## src/mfud_pkg.sv

```systemverilog
// ----------------------------------------------------------------------------
// mfud_pkg
// Shared widths, register codes, reset values and types of the motor
// feedback unwrap decoder.
// ----------------------------------------------------------------------------
package mfud_pkg;

    localparam int NumChannels = 2;

    localparam int ChanW     = 1;
    localparam int IdW       = 11;
    localparam int AngleW    = 16;
    localparam int RawW      = 16;
    localparam int TempW     = 8;
    localparam int TurnW     = 24;
    localparam int TotalW    = 37;
    localparam int PosW      = 48;
    localparam int FixW      = 32;
    localparam int GainW     = 32;
    localparam int FrameCntW = 16;
    localparam int CfgIdxW   = 3;
    localparam int CfgDataW  = 32;

    localparam int RevShift  = 13;            // 8192 counts per revolution
    localparam int QShift    = 8;             // Q8.24 * raw -> Q16.16
    localparam int GainHalfW = GainW / 2;
    localparam int PosPartW  = TotalW + GainHalfW + 1;
    localparam int PosFullW  = PosPartW + GainHalfW;
    localparam int RawProdW  = RawW + GainW + 1;

    localparam logic signed [AngleW:0] JumpLimit = (AngleW + 1)'(4096);

    localparam logic [CfgIdxW-1:0] RegMotorId      = CfgIdxW'(0);
    localparam logic [CfgIdxW-1:0] RegMotorChannel = CfgIdxW'(1);
    localparam logic [CfgIdxW-1:0] RegWarmupFrames = CfgIdxW'(2);
    localparam logic [CfgIdxW-1:0] RegPositionGain = CfgIdxW'(3);
    localparam logic [CfgIdxW-1:0] RegVelocityGain = CfgIdxW'(4);
    localparam logic [CfgIdxW-1:0] RegTorqueGain   = CfgIdxW'(5);

    localparam logic [IdW-1:0]       MotorIdRst      = IdW'(513);
    localparam logic [ChanW-1:0]     MotorChannelRst = ChanW'(0);
    localparam logic [FrameCntW-1:0] WarmupFramesRst = FrameCntW'(50);
    localparam logic [GainW-1:0]     PositionGainRst = GainW'(12868);
    localparam logic [GainW-1:0]     VelocityGainRst = GainW'(1756918);
    localparam logic [GainW-1:0]     TorqueGainRst   = GainW'(0);

    typedef struct packed {
        logic [IdW-1:0]       motor_id;
        logic [ChanW-1:0]     motor_channel;
        logic [FrameCntW-1:0] warmup_frames;
        logic [GainW-1:0]     position_gain;
        logic [GainW-1:0]     velocity_gain;
        logic [GainW-1:0]     torque_gain;
    } cfg_t;

    typedef struct packed {
        logic [ChanW-1:0]         bus_channel;
        logic [IdW-1:0]           frame_id;
        logic [AngleW-1:0]        angle_raw;
        logic signed [RawW-1:0]   speed_raw;
        logic signed [RawW-1:0]   current_raw;
        logic [TempW-1:0]         temperature_raw;
    } frame_t;

    typedef struct packed {
        logic signed [TotalW-1:0] total_count;
        logic signed [TurnW-1:0]  turn_count;
        logic signed [RawW-1:0]   speed_raw;
        logic signed [RawW-1:0]   current_raw;
        logic [TempW-1:0]         temperature;
        logic                     in_warmup;
    } unw_t;

    typedef struct packed {
        logic signed [TotalW-1:0] total_count;
        logic signed [TurnW-1:0]  turn_count;
        logic signed [PosW-1:0]   position_q16;
        logic signed [FixW-1:0]   velocity_q16;
        logic signed [FixW-1:0]   torque_q16;
        logic [TempW-1:0]         temperature;
        logic                     in_warmup;
    } result_t;

endpackage

```

## src/mfud_unwrap.sv

```systemverilog
// ----------------------------------------------------------------------------
// mfud_unwrap
// Input register, motor filter, warmup and multi-turn tracking state.
// ----------------------------------------------------------------------------
module mfud_unwrap
    import mfud_pkg::*;
(
    input  logic   clk,
    input  logic   rst_n,
    input  cfg_t   cfg,
    input  logic   in_valid,
    output logic   in_ready,
    input  frame_t in_data,
    output logic   out_valid,
    input  logic   out_ready,
    output unw_t   out_data
);

    logic                 s0_valid_reg, s0_valid_next;
    frame_t               s0_reg;
    logic                 s1_valid_reg, s1_valid_next;
    unw_t                 s1_reg, s1_next;

    logic [FrameCntW-1:0] frames_seen_reg, frames_seen_next;
    logic [AngleW-1:0]    prev_angle_reg, prev_angle_next;
    logic [AngleW-1:0]    offset_reg, offset_next;
    logic [TurnW-1:0]     turns_reg, turns_next;

    logic                 s1_ready;
    logic                 s0_adv;
    logic                 match;
    logic                 update;
    logic                 warm;
    logic [FrameCntW-1:0] frames_inc;
    logic signed [AngleW:0] diff;
    logic [TurnW-1:0]     turns_base;
    logic [AngleW-1:0]    offset_use;

    assign s1_ready  = !s1_valid_reg || out_ready;
    assign s0_adv    = s0_valid_reg && s1_ready;
    assign in_ready  = !s0_valid_reg || s1_ready;
    assign out_valid = s1_valid_reg;
    assign out_data  = s1_reg;

    assign match = (32'(s0_reg.bus_channel) < NumChannels)
                && (s0_reg.bus_channel == cfg.motor_channel)
                && (s0_reg.frame_id == cfg.motor_id);
    assign update = s0_adv && match;

    always_comb
    begin
        frames_inc = (frames_seen_reg == {FrameCntW{1'b1}}) ? frames_seen_reg
                                                             : frames_seen_reg + 1'b1;
        diff       = $signed({1'b0, s0_reg.angle_raw}) - $signed({1'b0, prev_angle_reg});
        warm       = frames_inc < cfg.warmup_frames;
        offset_use = warm ? s0_reg.angle_raw : offset_reg;
        turns_base = warm ? '0 : turns_reg;
        if (diff >= JumpLimit)
            turns_next = turns_base - 1'b1;
        else if (diff <= -JumpLimit)
            turns_next = turns_base + 1'b1;
        else
            turns_next = turns_base;

        s1_next.total_count = $signed({turns_next, {RevShift{1'b0}}})
                            + $signed(TotalW'(s0_reg.angle_raw))
                            - $signed(TotalW'(offset_use));
        s1_next.turn_count  = turns_next;
        s1_next.speed_raw   = s0_reg.speed_raw;
        s1_next.current_raw = s0_reg.current_raw;
        s1_next.temperature = s0_reg.temperature_raw;
        s1_next.in_warmup   = warm;

        frames_seen_next = update ? frames_inc : frames_seen_reg;
        prev_angle_next  = update ? s0_reg.angle_raw : prev_angle_reg;
        offset_next      = update ? offset_use : offset_reg;

        s0_valid_next = in_ready ? in_valid : 1'b1;
        s1_valid_next = s1_ready ? update : 1'b1;
    end

    always_ff @(posedge clk or negedge rst_n)
    begin
        if (!rst_n)
        begin
            s0_valid_reg    <= 1'b0;
            s1_valid_reg    <= 1'b0;
            frames_seen_reg <= '0;
            prev_angle_reg  <= '0;
            offset_reg      <= '0;
            turns_reg       <= '0;
        end
        else
        begin
            s0_valid_reg    <= s0_valid_next;
            s1_valid_reg    <= s1_valid_next;
            frames_seen_reg <= frames_seen_next;
            prev_angle_reg  <= prev_angle_next;
            offset_reg      <= offset_next;
            if (update)
                turns_reg <= turns_next;
        end
    end

    always_ff @(posedge clk)
    begin
        if (in_valid && in_ready)
            s0_reg <= in_data;
        if (update)
            s1_reg <= s1_next;
    end

`ifndef NO_ASSERTIONS
    a_warm_turns: assert property (@(posedge clk) disable iff (!rst_n)
        s1_valid_reg && s1_reg.in_warmup |->
            (s1_reg.turn_count == 0 || s1_reg.turn_count == 1 || s1_reg.turn_count == -1))
        else $error("turn count outside +-1 on a warmup frame");

    a_state_hold: assert property (@(posedge clk) disable iff (!rst_n)
        !update |=> $stable(prev_angle_reg) && $stable(turns_reg) && $stable(offset_reg))
        else $error("tracking state changed without a matched frame");

    a_frames_mono: assert property (@(posedge clk) disable iff (!rst_n)
        update |=> frames_seen_reg >= $past(frames_seen_reg) && frames_seen_reg != 0)
        else $error("frame count went backwards");
`endif

endmodule

```

## config.mk

```make
export PLATFORM = sky130hd
export DESIGN_NAME = mfud_unwrap
export DESIGN_NICKNAME = d
export VERILOG_FILES = /design/src/mfud_pkg.sv /design/src/mfud_unwrap.sv
export SDC_FILE = /design/constraint.sdc
export NUM_CORES = 1
export LEC_CHECK = 0
export BUFFER_PORTS_ARGS = -buffer_cell sky130_fd_sc_hd__buf_4
export CELL_PAD_IN_SITES_DETAIL_PLACEMENT = 1
export CELL_PAD_IN_SITES_GLOBAL_PLACEMENT = 1
export CORE_MARGIN = 8
export CORE_UTILIZATION = 46
export DETAILED_ROUTE_END_ITERATION = 8
export PLACE_DENSITY_LB_ADDON = 0.05
export SYNTH_ARGS = -nofsm -noshare
export SYNTH_HDL_FRONTEND = slang
export SYNTH_SLANG_ARGS = --single-unit
```

## constraint.sdc

```tcl
create_clock -name clk -period 19.95 [get_ports clk]
set_input_delay 2.9925 -clock clk [delete_from_list [all_inputs] [get_ports clk]]
set_output_delay 2.9925 -clock clk [all_outputs]
set_load 0.02 [all_outputs]
```

Yosys cells after proc, flatten, opt, wreduce, memory -nomap -nowiden
Index checks and enable logic that the tools add are counted.

$add $sub $neg: 6. Order comparisons: 3. Eq/ne operators: 3. Mux-type cells: 7. Reduce and logical (&&, ||, !) cells: 8.

Operators by type and width (number): 2-to-1 mux 24 bit (3); adder 37 x 17 -> 37 bit (1); subtractor 37 x 17 -> 37 bit (1); 2-to-1 mux 16 bit (2); adder 24 x 1 -> 24 bit, second input constant (1); subtractor 24 x 1 -> 24 bit, second input constant (1); >= comparator 17 x 14 -> 1 bit, second input constant (1); less-or-equal comparator 17 x 13 -> 1 bit, second input constant (1); subtractor 16 x 16 -> 17 bit (1); adder 16 x 1 -> 16 bit, second input constant (1); == test 16 bit, second input constant (1); < comparator 16 bit (1); == test 11 bit (1); logical AND 1 bit (4); zero test 1 bit (2); logical OR 1 bit (2); 2-to-1 mux 1 bit (2); == test 1 bit (1).

Register bits: 244. Output and inout bits: 104. Logic and storage cells: 45.

Depth between registers and ports, before layout
Gate-level depths: netlist of run 1.

Word-level depth: 9. Gate-level depth with buffers: 42.

Worst setup path before layout of run 1
OpenSTA, ideal clock, no wires.

Path kind: input -> register. Start point: in cfg[110] (netlist bit). End point: reg s1_reg (netlist bit out_data[101]) (data pin). Arrival time: 8.786 ns. Required time: 19.680 ns. Setup slack: 10.893 ns. Cell stages on the path: 29. Buffers on the path: 4. Path through: inv_1 ha_1 and4_1 nand2_1 o41ai_1 and2_1 buf_6 clkbuf_1 buf_1 nand2_1 ha_1 nand3_1 nand2_1 xor2_1 fa_1 inv_1 ha_1 clkbuf_1 nand2_1 o41ai_1 o221ai_1 o21ai_0 o21ai_0 o21ai_1 nand4_2 a32oi_2 o21ai_4 a221oi_2 o211ai_1.

RTL lines: from (decl) (line mfud_unwrap.sv:10) `input cfg_t cfg,`; to (signal assigned) (line mfud_unwrap.sv:110) `s1_reg <= s1_next;`; to (decl) (line mfud_unwrap.sv:22) `unw_t s1_reg, s1_next;`.

==> results.txt, run 1 <==
outcome: finished, final reports clean
H-Tree Depth: 1
WHS: 416 ps
1st-iter DRT viols: 368
worst slack at placement: 9310 ps
footprint of the multi-input gates: 5850 um^2
RD Place Congestion: 0.784
CORE AREA: 28500 um^2
max FFs per register: 102
height of the die: 186 um
final core utilization: 56.1%
Reg2Reg Depth: 35
CTS buffer count: 28
Worst-path clk slew: 60 ps
synth warn: 0
Final Cycle Share: 51.0%
# clock sinks: 244
layout cells sized above 1: 21.1%
Die Width: 186 um
Worst Slack Setup Final: 9780 ps
Overall Global Routing Usage: 19.2%
leak pwr: 6.97 nW
CP Capture Type: register
Via Count: 9742
Mapped Nets: 1474
DR top layer: met4
CP Class: register to register
Post-Syn Instances: 1194
Post-CTS Setup Bufs: 0
register area share after synthesis: 52.5%
vias per cell: 5.40
RR Endpoint: out_data[101]
Setup Viol. Count Final: 0
met2 routed WL: 16.9 mm
Post-synth EDFFs: 170
Tot Pwr: 1.34 mW
total global routing overflow: 0
CTS Hold Bufs: 0
Worst Hold Endpoint: out_data[34]
Die Area: 34500 um^2
Pwr Density: 83.4 nW/um^2
Filler cells: 3108
fmax: 0.0983 GHz
#FFs+latches synth: 244
Synth Flop Type: edfxtp_1
hold_sp: s0_reg[33]
Final Skew: 19.4 ps
fin nets: 1677
first-pass GRT wire length: 53.8 mm
Row Count: 62
Reg area: 6960 um^2
Slew Viols, Final: 0
DRC violations left: 0
Most Frequent Cell on Critical Path: and3_1
worst endpoint data arrival time: 10430 ps
FF-to-FF Start: frames_seen_reg[9]
Ports: 300
initial antenna violation count: 0
WHS Path Cells: 0
DP Area: 15200 um^2
CTS root buf: clkbuf_16
CP max FO: 44
met1 WL: 13.6 mm
Worst path slowest cell: o41ai_1
vias in the first global route: 10500
met3 WL: 2.03 mm
largest net degree at the start of global routing: 94
Area Overhead vs Synth: 20.9%
Hold Path Class: register to register
Initial Util: 46.4%
dpl hpwl: 24.4 mm
worst-margin pin slew: 1090 ps
Required @ worst endpoint: 20210 ps
unrepaired setup endpoints after global routing: no
final wirelength: 33.2 mm
CTS tree: done
design area: 16000 um^2
CP Launch Type: register
antenna-violating nets left: 0
Hold Fails Final Rpt: 0
Reg2Reg Setup Slack: 9780 ps
I/O Buffers: 203
max incr delay on CP: 740 ps
area of the mapped netlist: 13300 um^2
placed cell count: 1751
share of synthesized registers carrying an async set or reset: 30.3%
max_slew headroom: 27.3%
post_cts resized: 0
drt first pass iters: 4
fin crit period: 10170 ps
max cap viols: 0
Clock Latency Late Sink: 550 ps
maximum VDD drop: 0.0722 mV
number of antenna cells inserted: 0
number of library cell types mapped by synthesis: 98
DR WL/cell: 18.4 um
Post-Route Setup TNS: 0 ps
CTS max path bufs: 3
syn_area_per_cell: 11.1 um^2
final non-filler cell total: 1803
==> worst max-delay path, delay by kind of cell (launching register included) <==
family / cells / cell delay [ps]
buffers and inverters: 2 / 480
adder cells (fa/ha/maj): 4 / 1560
AND/OR/NAND/NOR: 17 / 3560
XOR/XNOR: 2 / 280
AO/OA/AOI/OAI: 10 / 3500
flip-flops: 1 / 460
==> cells in the mapped netlist (5+ instances only) <==
| cell | n | area, um^2 |
|---|---|---|
| a211oi_1 | 8 | 60.1 |
| a21o_1 | 13 | 97.6 |
| a21oi_1 | 50 | 250 |
| a31oi_1 | 7 | 43.8 |
| a41oi_1 | 5 | 43.8 |
| and2_1 | 7 | 43.8 |
| and3_1 | 20 | 125 |
| clkbuf_1 | 27 | 101 |
| dfrtp_1 | 74 | 1850 |
| edfxtp_1 | 170 | 5100 |
| fa_1 | 5 | 100 |
| ha_1 | 79 | 988 |
| inv_1 | 77 | 289 |
| mux2i_1 | 14 | 140 |
| nand2_1 | 131 | 492 |
| nand2b_1 | 14 | 87.6 |
| nand3_1 | 31 | 155 |
| nand4_1 | 18 | 113 |
| nor2_1 | 76 | 285 |
| nor2b_1 | 9 | 56.3 |
| nor3_1 | 19 | 95.1 |
| nor4_1 | 8 | 50.1 |
| o2111ai_1 | 5 | 43.8 |
| o211ai_1 | 12 | 90.1 |
| o21a_1 | 14 | 105 |
| o21ai_0 | 89 | 445 |
| o21ai_1 | 6 | 30.0 |
| o21bai_1 | 5 | 37.5 |
| o22ai_1 | 5 | 31.3 |
| or3_1 | 8 | 50.1 |
| xnor2_1 | 45 | 394 |
| xor2_1 | 38 | 333 |
==> power by group <==
group	internal (mW)	leakage, nW	switching [mW]	total, mW
logic	0.115	4.00	0.155	0.270
registers	0.572	2.56	0.00742	0.579
clock network	0.285	0.415	0.202	0.487
==> metal layers <==
layer	up-vias	track usage (%)
met2	173	34.4
met3	54	5.02
li1	4748	-
met5	-	0
met1	4767	22.4
met4	0	5.02
==> worst max path at each step <==
stage               slack (ps)            end                from  depth (start not counted)
floorplan                10890  out_data[101]            cfg[110]                         29
global placement          9320  out_data[101]            cfg[110]                         27
finish                    9780  out_data[101]  frames_seen_reg[9]                         35
CTS                       9690  out_data[101]  frames_seen_reg[0]                         36
detailed placement        9310  out_data[101]            cfg[103]                         28
global route              9140  out_data[101]  frames_seen_reg[0]                         36
==> placed cells by master (no fill, tap or decap), types with 5 or more instances in the layout <==
| master | count |
|---|---|
| buf_4 | 208 |
| edfxtp_1 | 170 |
| nand2_1 | 131 |
| o21ai_0 | 89 |
| ha_1 | 79 |
| inv_1 | 77 |
| nor2_1 | 76 |
| dfrtp_1 | 74 |
| a21oi_1 | 50 |
| xnor2_1 | 45 |
| xor2_1 | 38 |
| nand3_1 | 31 |
| clkbuf_16 | 29 |
| and3_1 | 20 |
| nor3_1 | 19 |
| nand4_1 | 18 |
| nand2b_1 | 14 |
| mux2i_1 | 14 |
| o21a_1 | 14 |
| a21o_1 | 13 |
| o211ai_1 | 12 |
| clkbuf_1 | 10 |
| nor2b_1 | 9 |
| a211oi_1 | 8 |
| nor4_1 | 8 |
| or3_1 | 8 |
| a31oi_1 | 7 |
| and2_1 | 6 |
| o21ai_1 | 6 |
| clkinv_1 | 6 |
| o21bai_1 | 5 |
| o2111ai_1 | 5 |
| o22ai_1 | 5 |
| a41oi_1 | 5 |
| fa_1 | 5 |
==> cell families after synthesis <==
logic type	Yosys count	share of synthesized area, %
AO/OA/AOI/OAI	271	14.1
XOR/XNOR	86	6.02
adder cells (fa/ha/maj)	84	8.21
buffers and inverters	117	3.47
flip-flops	244	52.5
multiplexers	19	1.51
AND/OR/NAND/NOR	373	14.2
==> cell type report <==
| type | instances | share of cell area, % |
|---|---|---|
| clock inverters | 11 | 0.484 |
| inverters | 82 | 1.97 |
| flip-flops and latches | 244 | 43.4 |
| repair buffers | 208 | 9.74 |
| clock buffers | 41 | 4.93 |
| multi-input cells | 833 | 36.5 |
| well taps | 384 | 3.00 |
Note: power is estimated with default switching activity, not from simulation.
==> run 2: changes to the inputs <==
--- a/config.mk
+++ b/config.mk
@@ -5,11 +5,12 @@
 export SDC_FILE = /design/constraint.sdc
 export NUM_CORES = 1
 export LEC_CHECK = 0
+export ABC_AREA = 1
 export BUFFER_PORTS_ARGS = -buffer_cell sky130_fd_sc_hd__buf_4
 export CELL_PAD_IN_SITES_DETAIL_PLACEMENT = 1
 export CELL_PAD_IN_SITES_GLOBAL_PLACEMENT = 1
 export CORE_MARGIN = 8
-export CORE_UTILIZATION = 46
+export CORE_UTILIZATION = 42
 export DETAILED_ROUTE_END_ITERATION = 8
 export PLACE_DENSITY_LB_ADDON = 0.05
 export SYNTH_ARGS = -nofsm -noshare
==> constraint.sdc (replaced) <==
create_clock -name clk -period 9.5 [get_ports clk]
set_input_delay 1.425 -clock clk [delete_from_list [all_inputs] [get_ports clk]]
set_output_delay 1.425 -clock clk [all_outputs]
set_load 0.02 [all_outputs]
==> results.txt, run 2 <==
fmax: 0.123 GHz
dpl hpwl: 23.7 mm
DR top layer: met4
Pint: 2.03 mW
top cell type by total area after synthesis: edfxtp_1
maximum VDD drop: 0.155 mV
Worst-path clk slew: 60 ps
crit path from: frames_seen_reg[0]
Tot Pwr: 2.76 mW
Logic pwr share: 17.4%
Synth Area in Simple Gates: 17.4%
met2 routed WL: 15.9 mm
Area Overhead vs Synth: 22.2%
final core utilization: 51.9%
1st-iter DRT viols: 334
RD Place Congestion: 0.809
Reg2Reg Setup Slack: 1360 ps
Row Count: 64
CP Capture Type: register
Synth Area in Compound Gates: 9.19%
CTS Hold Bufs: 0
Post-CTS Setup Bufs: 0
family with the most delay on the worst path: compound AO/OA/AOI/OAI gates
vias in the first global route: 10600
Via Count: 9751
Hold Fails Final Rpt: 0
Worst path slowest cell: or4_1
max cap viols: 0
Required @ worst endpoint: 9790 ps
share of synthesized registers carrying an async set or reset: 30.3%
vias per cell: 4.99
post-synth top area share: 39.4%
design area: 15800 um^2
FF-to-FF Start: frames_seen_reg[0]
final wirelength: 31.8 mm
max incr delay on CP: 440 ps
CP Launch Type: register
CTS root buf: clkbuf_16
Pwr Density: 174 nW/um^2
Synth Flop Type: edfxtp_1
Sw Ratio: 26.7%
Setup Viol. Count Final: 0
Hold Path Class: register to register
CTS tree: done
Overall Global Routing Usage: 17.4%
initial antenna violation count: 0
Post-Synth Adder-Cell Area: 8.40%
CP Class: register to register
Die Area: 36700 um^2
Mapped Nets: 1600
CORE AREA: 30500 um^2
number of library cell types mapped by synthesis: 57
register area share after synthesis: 53.7%
Post-Route Setup TNS: 0 ps
DR WL/cell: 16.3 um
Final Cycle Share: 85.7%
met3 WL: 1.67 mm
unrepaired setup endpoints after global routing: no
DRC violations left: 0
RR Endpoint: out_data[100]
leak pwr: 7.18 nW
synth warn: 0
largest family of logic cells by synthesized area: simple AND/OR/NAND/NOR gates
worst path bufs/invs: 5
antenna-violating nets left: 0
post_cts resized: 0
clock power share: 38.8%
Clock Latency Late Sink: 540 ps
dominant cells by area after synthesis: edfxtp_1 (39%), dfrtp_1 (14%), ha_1 (7.6%)
first-pass GRT wire length: 52.7 mm
most frequent cells in the layout: nand2_1 (250), buf_4 (211), edfxtp_1 (170), inv_1 (154), nor2_1 (118)
most common cell after layout, fill and taps aside: nand2_1
xor/xnor share of the synthesized area: 5.47%
max FFs per register: 102
total global routing overflow: 0
most frequent cell after synthesis: nand2_1
Seq pwr share: 43.7%
#FFs+latches synth: 244
Post-synth EDFFs: 170
Initial Util: 42.5%
layout cells sized above 1: 21.3%
outcome: finished, final reports clean
DP Area: 14900 um^2
area of the mapped netlist: 13000 um^2
Post-Syn Instances: 1320
# clock sinks: 244
CP max FO: 19
worst setup path endpoint: out_data[100]
Reg2Reg Depth: 45
H-Tree Depth: 1
NetSw: 736 uW
worst endpoint data arrival time: 8430 ps
height of the die: 192 um
commonest cells in the netlist: nand2_1 (251), edfxtp_1 (170), inv_1 (156), nor2_1 (118), a21oi_1 (98)
post-synthesis mux area share: 0.0869%
fin crit period: 8140 ps
met1 WL: 13.5 mm
Most Frequent Cell on Critical Path: nand2_1
worst-margin pin slew: 999 ps
Ports: 300
syn_area_per_cell: 9.82 um^2
CTS buffer count: 28
max_slew headroom: 33.2%
largest net degree at the start of global routing: 82
Slew Viols, Final: 0
number of antenna cells inserted: 0
CTS max path bufs: 3
Die Width: 192 um
Crit path depth: 45
drt first pass iters: 5
Final Skew: 14.8 ps
fin nets: 1816
I/O Buffers: 203
hold_sp: s0_reg[2]
[run 2: cell count changes after synthesis, moves of 20 or more]
| cell | previous run | this run |
|---|---|---|
| nand2_1 | 131 | 251 |
| inv_1 | 77 | 156 |
| a21oi_1 | 50 | 98 |
| nor2_1 | 76 | 118 |
| nand2_2 | 1 | 29 |
| xnor2_1 | 45 | 24 |
| and3_1 | 20 | 0 |
[run 2: kinds of logic after synthesis]
group / count (synthesis)
buffers and inverters: 192
xor gates and xnor gates: 78
DFF: 244
adders and majority gates: 84
AOI/OAI and AO/OA: 217
muxes: 1
and+or+nand+nor: 504
[run 2: worst min path at each step]
| stage | endpoint | slack (ps) | cells past startpoint |
|---|---|---|---|
| finish | out_data[3] | 410 | 0 |
| global route | out_data[32] | 420 | 0 |
| CTS | out_data[3] | 410 | 0 |
| detailed placement | out_data[26] | 410 | 0 |
| global placement | out_data[37] | 400 | 0 |
| floorplan | out_data[10] | 400 | 0 |
[run 2: cell type report]
type	instances	area [um^2]
clock inverters	13	149
fillers	3455	14700
well taps	396	495
inverters	167	636
clock buffers	39	763
repair buffers	211	1580
multi-input cells	884	5250
flip-flops and latches	244	6960
[run 2: worst register-to-register path: cells and delay by family (launching register included)]
| family | cells | cell delay (ps) |
|---|---|---|
| AOI/OAI and AO/OA | 12 | 2700 |
| and+or+nand+nor | 22 | 2420 |
| adders and majority gates | 5 | 1300 |
| buffers and inverters | 5 | 810 |
| DFF | 1 | 430 |
| xor gates and xnor gates | 1 | 230 |
[run 2: metrics by stage]
stage | hold WS, ps | worst slack (ps) | cells
6_report | 412 | 1360 | 1954
2_1_floorplan | 400 | 2770 | 1320
3_3_place_gp | 400 | 1400 | 1902
5_1_grt | 422 | 531 | 1954
4_1_cts | 415 | 1210 | 1954
3_5_place_dp | 406 | 1280 | 1902
[run 2: metal layers]
metal	global-route usage [%]	up-vias
met4	3.88	0
met5	0	-
met1	21.1	4695
met3	3.70	34
li1	-	4845
met2	31.1	177
[run 2: power groups by stage]
stage | Combinational [mW] | Clock (mW) | Sequential (mW)
3_3_place_gp | 0.470 | 0 | 1.23
5_1_grt | 0.549 | 1.14 | 1.21
4_1_cts | 0.490 | 1.11 | 1.21
2_1_floorplan | 0.343 | 0 | 1.23
3_5_place_dp | 0.483 | 0 | 1.23
6_report | 0.482 | 1.07 | 1.21
