**config.mk**
```make
export PLATFORM = sky130hd
export DESIGN_NAME = mfud_cfg
export DESIGN_NICKNAME = d
export VERILOG_FILES = /design/src/mfud_pkg.sv /design/src/mfud_cfg.sv
export SDC_FILE = /design/constraint.sdc
export NUM_CORES = 1
export LEC_CHECK = 0
export BUFFER_PORTS_ARGS = -buffer_cell sky130_fd_sc_hd__buf_2
export CELL_PAD_IN_SITES_DETAIL_PLACEMENT = 0
export CELL_PAD_IN_SITES_GLOBAL_PLACEMENT = 1
export CORE_MARGIN = 4
export CORE_UTILIZATION = 36
export DETAILED_ROUTE_END_ITERATION = 6
export PLACE_DENSITY = 0.74
export SYNTH_ARGS = -nofsm -noshare
export SYNTH_HDL_FRONTEND = slang
export SYNTH_SLANG_ARGS = --single-unit
```
**constraint.sdc**
```tcl
create_clock -name clk -period 0.8 [get_ports clk]
set_input_delay 0.16 -clock clk [delete_from_list [all_inputs] [get_ports clk]]
set_output_delay 0.16 -clock clk [all_outputs]
set_load 0.005 [all_outputs]
```
**src/mfud_pkg.sv**
```systemverilog
// ----------------------------------------------------------------------------
// mfud_pkg
// Shared widths, register codes, reset values and types of the motor
// feedback unwrap decoder.
// ----------------------------------------------------------------------------
package mfud_pkg;

    localparam int NumChannels = 2;

    localparam int ChanW     = 1;
    localparam int IdW       = 11;
    localparam int AngleW    = 16;
    localparam int RawW      = 16;
    localparam int TempW     = 8;
    localparam int TurnW     = 24;
    localparam int TotalW    = 37;
    localparam int PosW      = 48;
    localparam int FixW      = 32;
    localparam int GainW     = 32;
    localparam int FrameCntW = 16;
    localparam int CfgIdxW   = 3;
    localparam int CfgDataW  = 32;

    localparam int RevShift  = 13;            // 8192 counts per revolution
    localparam int QShift    = 8;             // Q8.24 * raw -> Q16.16
    localparam int GainHalfW = GainW / 2;
    localparam int PosPartW  = TotalW + GainHalfW + 1;
    localparam int PosFullW  = PosPartW + GainHalfW;
    localparam int RawProdW  = RawW + GainW + 1;

    localparam logic signed [AngleW:0] JumpLimit = (AngleW + 1)'(4096);

    localparam logic [CfgIdxW-1:0] RegMotorId      = CfgIdxW'(0);
    localparam logic [CfgIdxW-1:0] RegMotorChannel = CfgIdxW'(1);
    localparam logic [CfgIdxW-1:0] RegWarmupFrames = CfgIdxW'(2);
    localparam logic [CfgIdxW-1:0] RegPositionGain = CfgIdxW'(3);
    localparam logic [CfgIdxW-1:0] RegVelocityGain = CfgIdxW'(4);
    localparam logic [CfgIdxW-1:0] RegTorqueGain   = CfgIdxW'(5);

    localparam logic [IdW-1:0]       MotorIdRst      = IdW'(513);
    localparam logic [ChanW-1:0]     MotorChannelRst = ChanW'(0);
    localparam logic [FrameCntW-1:0] WarmupFramesRst = FrameCntW'(50);
    localparam logic [GainW-1:0]     PositionGainRst = GainW'(12868);
    localparam logic [GainW-1:0]     VelocityGainRst = GainW'(1756918);
    localparam logic [GainW-1:0]     TorqueGainRst   = GainW'(0);

    typedef struct packed {
        logic [IdW-1:0]       motor_id;
        logic [ChanW-1:0]     motor_channel;
        logic [FrameCntW-1:0] warmup_frames;
        logic [GainW-1:0]     position_gain;
        logic [GainW-1:0]     velocity_gain;
        logic [GainW-1:0]     torque_gain;
    } cfg_t;

    typedef struct packed {
        logic [ChanW-1:0]         bus_channel;
        logic [IdW-1:0]           frame_id;
        logic [AngleW-1:0]        angle_raw;
        logic signed [RawW-1:0]   speed_raw;
        logic signed [RawW-1:0]   current_raw;
        logic [TempW-1:0]         temperature_raw;
    } frame_t;

    typedef struct packed {
        logic signed [TotalW-1:0] total_count;
        logic signed [TurnW-1:0]  turn_count;
        logic signed [RawW-1:0]   speed_raw;
        logic signed [RawW-1:0]   current_raw;
        logic [TempW-1:0]         temperature;
        logic                     in_warmup;
    } unw_t;

    typedef struct packed {
        logic signed [TotalW-1:0] total_count;
        logic signed [TurnW-1:0]  turn_count;
        logic signed [PosW-1:0]   position_q16;
        logic signed [FixW-1:0]   velocity_q16;
        logic signed [FixW-1:0]   torque_q16;
        logic [TempW-1:0]         temperature;
        logic                     in_warmup;
    } result_t;

endpackage

```
**src/mfud_cfg.sv**
```systemverilog
// ----------------------------------------------------------------------------
// mfud_cfg
// Configuration register file, one write transaction per cycle.
// ----------------------------------------------------------------------------
module mfud_cfg
    import mfud_pkg::*;
(
    input  logic                clk,
    input  logic                rst_n,
    input  logic                wr_valid,
    output logic                wr_ready,
    input  logic [CfgIdxW-1:0]  wr_index,
    input  logic [CfgDataW-1:0] wr_data,
    output cfg_t                cfg
);

    cfg_t cfg_reg;
    cfg_t cfg_next;

    assign wr_ready = 1'b1;
    assign cfg      = cfg_reg;

    always_comb
    begin
        cfg_next = cfg_reg;
        if (wr_valid)
        begin
            case (wr_index)
                RegMotorId:      cfg_next.motor_id      = wr_data[IdW-1:0];
                RegMotorChannel: cfg_next.motor_channel = wr_data[ChanW-1:0];
                RegWarmupFrames: cfg_next.warmup_frames = wr_data[FrameCntW-1:0];
                RegPositionGain: cfg_next.position_gain = wr_data[GainW-1:0];
                RegVelocityGain: cfg_next.velocity_gain = wr_data[GainW-1:0];
                RegTorqueGain:   cfg_next.torque_gain   = wr_data[GainW-1:0];
                default:         cfg_next = cfg_reg;
            endcase
        end
    end

    always_ff @(posedge clk or negedge rst_n)
    begin
        if (!rst_n)
        begin
            cfg_reg.motor_id      <= MotorIdRst;
            cfg_reg.motor_channel <= MotorChannelRst;
            cfg_reg.warmup_frames <= WarmupFramesRst;
            cfg_reg.position_gain <= PositionGainRst;
            cfg_reg.velocity_gain <= VelocityGainRst;
            cfg_reg.torque_gain   <= TorqueGainRst;
        end
        else
        begin
            cfg_reg <= cfg_next;
        end
    end

endmodule

```
-- After elaboration in Yosys (flattened, before gate mapping)
Index checks and enable logic that the tools add are counted.
- bits in registers: 124
- bits of input ports: 38
- output and inout bits: 125
- logic and storage cells: 18
- equal/unequal tests: 5
- reduce and logical (&&, ||, !) cells: 7
- operators by type and width (cell ; count):
    AND reduction 2 bit ; 6
    == test 3 x 2 -> 1 bit (second input constant) ; 2
    == test 3 bit (second input constant) ; 2
    == test 3 x 1 -> 1 bit (second input constant) ; 1
    zero test 3 bit ; 1

-- Logic depth before layout (Yosys ltp)
Gate-level depths: netlist of run 1.
- depth after elaboration: 2
- depth in mapped cells: 4
- gate-level depth less buffers: 2

-- Worst setup path before layout of run 1
No wires, ideal clock.
- kind: input to register
- from: input wr_index[1]
- to: register cfg_reg, in the netlist cfg[35]
- setup time: 127 ps
- data arrival time: 1039 ps
- data required time: 673 ps
- path slack: -366 ps
- cell stages on the path: 4
- buffers on the path: 2
- path through: nor4bb_1 > buf_2 > buf_6 > mux2_1
- cells in the longest elaborated chain, start to end: 2
- RTL lines (what ; RTL line ; text):
    start: declaration ; mfud_cfg.sv:12 ; input logic [CfgIdxW-1:0] wr_index,
    == test 3 bit ; mfud_cfg.sv:28 ; case (wr_index)
    AND reduction 2 bit (no source line) ; n/a ;
    end signal: assignment ; mfud_cfg.sv:53 ; cfg_reg <= cfg_next;
    end: declaration ; mfud_cfg.sv:17 ; cfg_t cfg_reg;
Every way passes these cells.
A chain may end at the register's enable or synchronous reset.

-- Worst setup path after layout of run 1
- from: register cfg_reg, in the netlist cfg[38]
- to: output cfg[38] (netlist name)
- RTL lines (what ; RTL line ; text):
    end: declaration ; mfud_cfg.sv:14 ; output cfg_t cfg
No word-level cell between the ends.

==> results of run 1 <==
[cell usage in the layout (no fill, tap or decap), drive strengths merged]
cell and n:
dlygate4sd3 11, clkinv 4, nand4b 2, dfstp 24
dfrtp 100, clkbuf 20, buf 245, nor4b 1
conb 1, nor4bb 2, clkinvlp 3, bufinv 5
mux2 124, and4bb 1
[stage by stage]
| step | utilization | hold WS, ns | std cells |
|---|---|---|---|
| 2_1_floorplan | - | -0.1356 | 269 |
| 3_3_place_gp | 0.4742 | 0.2035 | 609 |
| 3_5_place_dp | 0.4742 | 0.2099 | 609 |
| 4_1_cts | 0.6080 | 0.0004735 | 696 |
| 5_1_grt | 0.6237 | -0.001076 | 715 |
| 6_report | 0.6237 | 0.01277 | 715 |
[where the power goes]
part           leakage, nW  internal (mW)  total (mW)  switching (mW)
sequential            1.45           7.87        8.65           0.786
combinational         2.17           3.62        5.38            1.76
clock                0.312           5.66        8.39            2.73
[final cells by class]
class	instances	area [um2]
multi-input cells	131	1823
well taps	172	215.2
fillers	960	4768
clock buffers	20	456.7
repair buffers	256	2082
clock inverters	12	192.7
flip-flops and latches	124	3133
[how the worst max path moves through the flow]
stage / startpoint / endpoint / slack [ns] / cells after the start
global route: cfg[76] / cfg[76] / -0.46 / 1
CTS: cfg[76] / cfg[76] / -0.44 / 1
global placement: wr_index[2] / cfg[93] / -0.65 / 5
floorplan: wr_index[0] / cfg[44] / -0.37 / 4
finish: cfg[38] / cfg[38] / -0.42 / 1
detailed placement: wr_index[2] / cfg[81] / -0.67 / 5
[routing by layer]
layer,wire (um),GRT usage
met4,194,0.05388
met1,5662,0.2396
met3,1053,0.07604
met2,6767,0.3013
met5,0,0
[worst reg2reg max path, delay by kind of cell, from the launching register on]
family | cells | cell delay [ns]
buffers and inverters | 2 | 0.23
multiplexers | 1 | 0.25
flip-flops | 1 | 0.40
[kinds of logic (layout without fill, tap and decap cells)]
group | after synthesis | in the layout
mux | 124 | 124
flops | 124 | 124
buf+inv | 14 | 288
simple gates | 6 | 6
other cells | 1 | 1
[what timing repair did]
item,4_1_cts,5_1_grt
pin swaps,3,2
resized for setup,111,27
hold buffers,11,0
cloned,10,0
hold endpoints to repair,125,0
buffers inserted,34,32
endpoints found under the setup margin,247,245
==> results.sh, run 1 <==
export IMPL_skew_ns=0
export IMPL_pin_count=163
export IMPL_grt_pass1_wl_um=20920
export IMPL_synth_cell_types=12
export IMPL_fin_ws_ns=-0.4241
export IMPL_clkSinkCount=124
export IMPL_syn_area_mm2=0.004696
export IMPL_overflow=0
export IMPL_coreArea_mm2=0.01267
export IMPL_die_h_um=122.2
export IMPL_power_total_mw=22.42
export IMPL_whs_endpoint="cfg[61]"
export IMPL_final_antenna_net_count=0
export IMPL_drt_initial_drc_count=156
export IMPL_cp_end_kind="output port"
export IMPL_synth_compound_area_frac=0
export IMPL_num_nets_final=568
export IMPL_firstDrtPassIters=4
export IMPL_worstSetupPathType="reg -> out"
export IMPL_yosysMostFrequentCell="dfrtp_1"
export IMPL_antennaDiodeCount=0
export IMPL_clkLatencyLatePin_ns=0.41
export IMPL_synthSimpleGateAreaFrac=0.01386
export IMPL_r2r_cells=3
export IMPL_antenna_found_initial=0
export IMPL_cp_cell_sequence="buf_2"
export IMPL_synth_top_family_by_area="multiplexers"
export IMPL_min_period_over_period=1.530
export IMPL_drv_cap=0
export IMPL_synth_edff_count=0
export IMPL_htree_levels=4
export IMPL_setup_tns_ns=-51.53
export IMPL_synth_mux_area_frac=0.2974
export IMPL_slew_violations=0
export IMPL_grt_pass1_vias=3582
export IMPL_postLayoutCellArea_mm2=0.007903
export IMPL_worst_ep_required_time_ns=0.64
export IMPL_clkTransAtPathRegs_ns=0.06
export IMPL_grt_max_degree=66
export IMPL_dieArea_mm2=0.01494
export IMPL_hold_class="in -> reg"
export IMPL_start_kind="flop"
export IMPL_avgViaCountPerCell=4.645
export IMPL_power_density_mw_per_mm2=2837
export IMPL_synthTopCellsByCount="100 x dfrtp_1, 90 x mux2_2, 34 x mux2_1"
export IMPL_r2r_slack_ns=-0.19
export IMPL_die_x_um=122.2
export IMPL_yosys_top_cells_area="dfrtp_1 53%, mux2_2 22%, dfstp_2 13%"
export IMPL_drc=0
export IMPL_synth_nets=307
export IMPL_initial_utilization=0.3706
export IMPL_synthDominantCellAreaShare=0.5329
export IMPL_synthAdderAreaFrac=0
export IMPL_wl_per_cell_um=19.13
export IMPL_period_minus_slack_ns=1.224
export IMPL_clockBufferDepth=2
export IMPL_place_gp_congestion=0.7018
export IMPL_grt_usage=0.1892
export IMPL_syn_inst=269
export IMPL_portBuffers=161
export IMPL_synth_area_leader_cell="dfrtp_1"
export IMPL_arrival_ns=1.06
export IMPL_cp_slowest_cell="dfstp_2"
export IMPL_ys_ff_latch=124
export IMPL_syn_to_final_growth_pct=68.29
export IMPL_status="complete, but fails checks"
export IMPL_violations="negative setup slack"
export IMPL_largest_reg_flops=124
export IMPL_num_vias=3321
export IMPL_rsz0062_at_grt="yes"
export IMPL_clock_fmax_ghz=0.8169
export IMPL_dp_hpwl_um=8006
export IMPL_holdPathStages=2
export IMPL_hold_start="wr_data[29]"
export IMPL_yosys_area_share_xor_xnor=0
export IMPL_placed_cell_area_mm2=0.006008
export IMPL_cp_slowest_stage_delay_ns=0.54
export IMPL_root_buffer="clkbuf_16"
export IMPL_synthArstFlopShare=1.000
export IMPL_cp_max_fo=2
export IMPL_cp_top_family="flip-flops"
export IMPL_wl_um=13680
export IMPL_max_vdd_ir_drop_mv=1.603
export IMPL_hold_viol=0
export IMPL_rows=41
export IMPL_setup_violations=243
export IMPL_synthFlopType="dfrtp_1"
export IMPL_yosysSeqAreaShare=0.6672
export IMPL_dp_slack_ns=-0.6707
export IMPL_cts_tree="yes"
export IMPL_rr_startpoint="cfg[108]"
export IMPL_layout_drive_gt1_share=0.7882
export IMPL_power_leakage_nw=3.930
export IMPL_critPathBufInv=1
export IMPL_cts_buffers=17
export IMPL_r2r_end="cfg[108]"
export IMPL_syn_mean_instance_area_um2=17.46
export IMPL_ys_warn_count=0
Power figures use the tool's default switching activity.
==> inputs of run 2 (changes only) <==
--- a/config.mk
+++ b/config.mk
@@ -10,6 +10,7 @@
 export CELL_PAD_IN_SITES_GLOBAL_PLACEMENT = 1
 export CORE_MARGIN = 4
 export CORE_UTILIZATION = 36
+export CTS_BUF_LIST = sky130_fd_sc_hd__clkbuf_16
 export DETAILED_ROUTE_END_ITERATION = 6
 export PLACE_DENSITY = 0.74
 export SYNTH_ARGS = -nofsm -noshare
==> run 2 against run 1 <==
  * The flow still finishes with violations (negative setup slack)
  * Register-to-register slack about the same
  * Critical endpoint unchanged
  * Hold slack improved by 0.0052 ns
  * Routed wire length increased by 0.96%
  * Global-route usage increased by 0.15 points
  * Largest cell class unchanged
==> results.sh, run 2 (synthesis gave the netlist of run 1 again) <==
export IMPL_portBuffers=161
export IMPL_dieArea_mm2=0.01494
export IMPL_wl_um=13810
export IMPL_cp_end_kind="output port"
export IMPL_clkTransAtPathRegs_ns=0.06
export IMPL_rsz0062_at_grt="yes"
export IMPL_grtUsageMet3=0.07650
export IMPL_hold_viol=0
export IMPL_dp_cells=609
export IMPL_place_gp_congestion=0.7018
export IMPL_rows=41
export IMPL_cp_cell_sequence="buf_2"
export IMPL_gr_max_usage_layer="met2"
export IMPL_grt_max_degree=66
export IMPL_power_leakage_nw=3.993
export IMPL_utilization=0.6268
export IMPL_firstDrtPassIters=4
export IMPL_hold_worst_slack_ns=0.01798
export IMPL_hold_class="in -> reg"
export IMPL_largest_reg_flops=124
export IMPL_cp_slowest_cell="dfstp_2"
export IMPL_groute_layer_met2_usage=0.3030
export IMPL_setup_violations=248
export IMPL_die_h_um=122.2
export IMPL_cp_top_family="flip-flops"
export IMPL_worst_ep_required_time_ns=0.64
export IMPL_clkLatencyLatePin_ns=0.41
export IMPL_avgViaCountPerCell=4.657
export IMPL_drt_initial_drc_count=150
export IMPL_combPwrFrac=0.245
export IMPL_drc=0
export IMPL_seq_power_share=0.387
export IMPL_cp_slowest_stage_delay_ns=0.54
export IMPL_dp_hpwl_um=8006
export IMPL_start_kind="flop"
export IMPL_arrival_ns=1.06
export IMPL_p_sw_mw=5.299
export IMPL_p_clk_frac=0.369
export IMPL_coreArea_mm2=0.01267
export IMPL_r2r_slack_ns=-0.20
export IMPL_cts_buffers=17
export IMPL_grt_usage=0.1906
export IMPL_grt_pass1_vias=3620
export IMPL_clkSinkCount=124
export IMPL_cp_max_fo=2
export IMPL_dp_slack_ns=-0.6707
export IMPL_root_buffer="clkbuf_16"
export IMPL_slew_violations=0
export IMPL_layout_drive_gt1_share=0.7858
export IMPL_period_minus_slack_ns=1.222
export IMPL_internal_power_mw=16.99
export IMPL_syn_to_final_growth_pct=69.14
export IMPL_violations="negative setup slack"
export IMPL_overflow=0
export IMPL_final_common_cell="buf_2"
export IMPL_power_density_mw_per_mm2=2807
export IMPL_die_x_um=122.2
export IMPL_cts_tree="yes"
export IMPL_clockBufferDepth=2
export IMPL_nFillCells=954
export IMPL_setup_tns_ns=-57.06
export IMPL_drv_cap=0
export IMPL_htree_levels=4
export IMPL_met1_usage=0.2437
export IMPL_min_period_over_period=1.528
export IMPL_critPathBufInv=1
export IMPL_skew_ns=0
export IMPL_antennaDiodeCount=0
export IMPL_wl_per_cell_um=19.10
export IMPL_mostFrequentLayoutCells="142 x buf_2, 100 x dfrtp_1, 91 x mux2_4, 53 x buf_4"
export IMPL_antenna_found_initial=0
export IMPL_fin_cells=723
export IMPL_fin_ws_ns=-0.4221
export IMPL_clock_fmax_ghz=0.8182
export IMPL_worstSetupPathType="reg -> out"
export IMPL_final_antenna_net_count=0
export IMPL_pin_count=163
export IMPL_max_vdd_ir_drop_mv=1.769
export IMPL_num_vias=3367
export IMPL_num_nets_final=576
export IMPL_status="complete, but fails checks"
export IMPL_initial_utilization=0.3706
export IMPL_switching_share=0.2377
export IMPL_grt_pass1_wl_um=21120
-- run 2: cell count changes in the layout (fill, tap and decap cells not counted) --
| cell | previous run | this run |
|---|---|---|
| buf_12 | 14 | 11 |
| buf_16 | 5 | 8 |
| buf_2 | 141 | 142 |
| buf_4 | 36 | 53 |
| buf_6 | 42 | 33 |
| buf_8 | 7 | 5 |
| clkbuf_1 | 1 | 0 |
| clkbuf_8 | 2 | 0 |
| clkinv_1 | 0 | 2 |
| dlygate4sd3_1 | 11 | 12 |
| inv_1 | 0 | 1 |
| mux2_2 | 40 | 33 |
| mux2_4 | 84 | 91 |
-- run 2: power by group through the flow --
stage | sequential (mW) | combinational, mW | clock (mW)
after floorplan | 8.72 | 1.50 | 0
after detailed placement | 8.64 | 3.78 | 0
after CTS | 8.60 | 4.98 | 8.36
after global placement | 8.60 | 3.69 | 0
final | 8.62 | 5.45 | 8.22
after global routing | 8.79 | 5.86 | 8.73
-- run 2: final timing paths --
path | from | endpoint | depth (start not counted)
max | cfg[38] | cfg[38] | 1
min | wr_data[23] | cfg[87] | 2
max reg2reg | cfg[123] | cfg[123] | 3
min reg2reg | cfg[18] | cfg[18] | 1
max in group asynchronous | rst_n | cfg[122] | 3
min in group asynchronous | rst_n | cfg[31] | 3
-- run 2: final cells by class --
type                       instances  area (um2)  area share
clock inverter                    15       203.9     0.02568
multi-input combinational        131        1849      0.2328
sequential                       124        3133      0.3945
tap                              172       215.2     0.02710
clock buffer                      17       425.4     0.05356
timing repair buffer             264        2116      0.2664
-- run 2: metal layers --
metal | vias up | wire (um)
li1 | 1509 | -
met1 | 1714 | 5820
met2 | 125 | 6781
met3 | 19 | 1055
met4 | 0 | 152
met5 | - | 0
-- run 2: repair_timing --
| item | in CTS | in global routing |
|---|---|---|
| hold buffers | 11 | 1 |
| setup buffers | 35 | 30 |
| cloned | 10 | 0 |
| endpoints found under the hold margin | 125 | 1 |
| endpoints found under the setup margin | 247 | 248 |
| gates resized for setup | 117 | 11 |
| pin swaps | 3 | 2 |
-- run 2: stage by stage --
stage          area (um2)  power [mW]
5_1_grt              7943       23.38
2_1_floorplan        4901       10.23
6_report             7943       22.29
3_3_place_gp         6008       12.28
4_1_cts              7685       21.94
3_5_place_dp         6008       12.42
==> inputs of run 3 (changes only) <==
--- a/config.mk
+++ b/config.mk
@@ -6,6 +6,7 @@
 export NUM_CORES = 1
 export LEC_CHECK = 0
 export BUFFER_PORTS_ARGS = -buffer_cell sky130_fd_sc_hd__buf_2
+export CAP_MARGIN = 10
 export CELL_PAD_IN_SITES_DETAIL_PLACEMENT = 0
 export CELL_PAD_IN_SITES_GLOBAL_PLACEMENT = 1
 export CORE_MARGIN = 4
==> constraint.sdc (replaced) <==
create_clock -name clk -period 0.8 [get_ports clk]
set_input_delay 0.16 -clock clk [delete_from_list [all_inputs] [get_ports clk]]
set_output_delay 0.16 -clock clk [all_outputs]
set_load 0.1 [all_outputs]
==> run 3 against run 2 <==
  * The flow still finishes with violations (negative setup slack)
  * Total power up 73%
  * Clock power fell by 4.0%
  * Core utilization grew 16 points
  * Critical path type unchanged
==> results.sh, run 3 (synthesis gave the netlist of run 1 again) <==
export IMPL_grt_pass1_wl_um=23070
export IMPL_initial_utilization=0.3706
export IMPL_cp_max_fo=2
export IMPL_cp_end_kind="output port"
export IMPL_grt_max_degree=49
export IMPL_largest_reg_flops=124
export IMPL_utilization=0.7869
export IMPL_power_density_mw_per_mm2=3862
export IMPL_overflow=0
export IMPL_syn_to_final_growth_pct=112.3
export IMPL_drv_cap=0
export IMPL_wl_um=15750
export IMPL_grt_usage=0.2108
export IMPL_num_vias=3277
export IMPL_mostFrequentLayoutCells="136 x buf_12, 104 x mux2_4, 100 x dfrtp_4, 39 x buf_6, 32 x buf_2"
export IMPL_cp_slowest_stage_delay_ns=0.64
export IMPL_avgViaCountPerCell=4.770
export IMPL_hold_class="in -> reg"
export IMPL_power_total_mw=38.51
export IMPL_portBuffers=161
export IMPL_rows=41
export IMPL_r2r_cells=3
export IMPL_arrival_ns=1.22
export IMPL_root_buffer="clkbuf_16"
export IMPL_min_period_over_period=1.721
export IMPL_pin_count=163
export IMPL_power_leakage_nw=4.404
export IMPL_antennaDiodeCount=0
export IMPL_num_nets_final=540
export IMPL_cts_buffers=17
export IMPL_clockBufferDepth=2
export IMPL_rr_startpoint="cfg[94]"
export IMPL_hold_worst_slack_ns=0.01898
export IMPL_rsz0062_at_grt="yes"
export IMPL_nFillCells=679
export IMPL_slew_violations=0
export IMPL_critPathBufInv=1
export IMPL_whs_endpoint="cfg[59]"
export IMPL_clock_fmax_ghz=0.7263
export IMPL_drt_initial_drc_count=216
export IMPL_place_gp_congestion=0.7108
export IMPL_cts_tree="yes"
export IMPL_r2r_slack_ns=-0.29
export IMPL_start_kind="flop"
export IMPL_hold_viol=0
export IMPL_worstSetupPathType="reg -> out"
export IMPL_grt_pass1_vias=3721
export IMPL_antenna_found_initial=0
export IMPL_clkSinkCount=124
export IMPL_firstDrtPassIters=4
export IMPL_cp_num_cells=1
export IMPL_htree_levels=4
export IMPL_wl_per_cell_um=22.92
export IMPL_r2r_end="cfg[94]"
export IMPL_die_h_um=122.2
export IMPL_final_antenna_net_count=0
export IMPL_clkTransAtPathRegs_ns=0.06
export IMPL_layout_drive_gt1_share=0.9767
export IMPL_period_minus_slack_ns=1.377
export IMPL_fin_ws_ns=-0.5769
export IMPL_max_vdd_ir_drop_mv=2.703
export IMPL_final_common_cell="buf_12"
export IMPL_worst_ep_required_time_ns=0.64
export IMPL_cp_top_family="flip-flops"
export IMPL_crit_path_start="cfg[38]"
export IMPL_status="complete, but fails checks"
export IMPL_dp_hpwl_um=8905
export IMPL_hold_start="wr_data[27]"
export IMPL_cp_slowest_cell="dfstp_4"
export IMPL_skew_ns=0
export IMPL_coreArea_mm2=0.01267
export IMPL_cp_cell_sequence="buf_12"
export IMPL_violations="negative setup slack"
export IMPL_drc=0
export IMPL_holdPathStages=2
export IMPL_clkLatencyLatePin_ns=0.40
export IMPL_die_x_um=122.2
export IMPL_setup_violations=248
export IMPL_dieArea_mm2=0.01494
## run 3: where the power goes
part | total (mW) | internal, mW | switching (mW)
clock | 7.89 | 5.15 | 2.75
sequential | 10.5 | 8.80 | 1.70
combinational | 20.1 | 7.93 | 12.2
total | 38.5 | 21.9 | 16.6
## run 3: cell type report
type | count | area (um2) | share of cell area
Multi-Input combinational cell | 131 | 1898 | 0.1904
Sequential cell | 124 | 3598 | 0.3609
Tap cell | 172 | 215.2 | 0.02158
Clock inverter | 15 | 181.4 | 0.01820
Timing Repair Buffer | 228 | 3652 | 0.3663
Clock buffer | 17 | 425.4 | 0.04267
## run 3: how the worst max path moves through the flow
| stage | end | slack, ns |
|---|---|---|
| 5_1_grt | cfg[73] | -0.61 |
| 2_1_floorplan | cfg[53] | -0.37 |
| 3_3_place_gp | cfg[50] | -0.59 |
| 6_report | cfg[38] | -0.58 |
| 4_1_cts | cfg[113] | -0.60 |
| 3_5_place_dp | cfg[55] | -0.61 |
## run 3: metrics by stage
stage               TNS [ns]  setup WS, ns  std cells  area, um2
floorplan             -40.88       -0.3681        269       5399
global placement      -66.89       -0.5945        599       8337
detailed placement    -69.74       -0.6090        599       8337
CTS                   -70.37       -0.5965        667       9701
global route          -80.01       -0.6081        687       9971
finish                -74.17       -0.5769        687       9971
## run 3: what timing repair did
item                       4_1_cts  5_1_grt
setup endpoints to repair      248      248
gates resized for setup         96       35
cloned                           6        3
setup buffers                   25       30
pin swaps                        4        2
hold endpoints to repair       108        0
hold buffers                     5        0
## run 3: routing by layer
metal / vias to the layer above / global-route usage / share of wire
met5: - / 0 / 0
met1: 1715 / 0.2626 / 0.41
met3: 20 / 0.06498 / 0.065
met2: 119 / 0.3463 / 0.51
met4: 0 / 0.07908 / 0.019
li1: 1423 / - / -
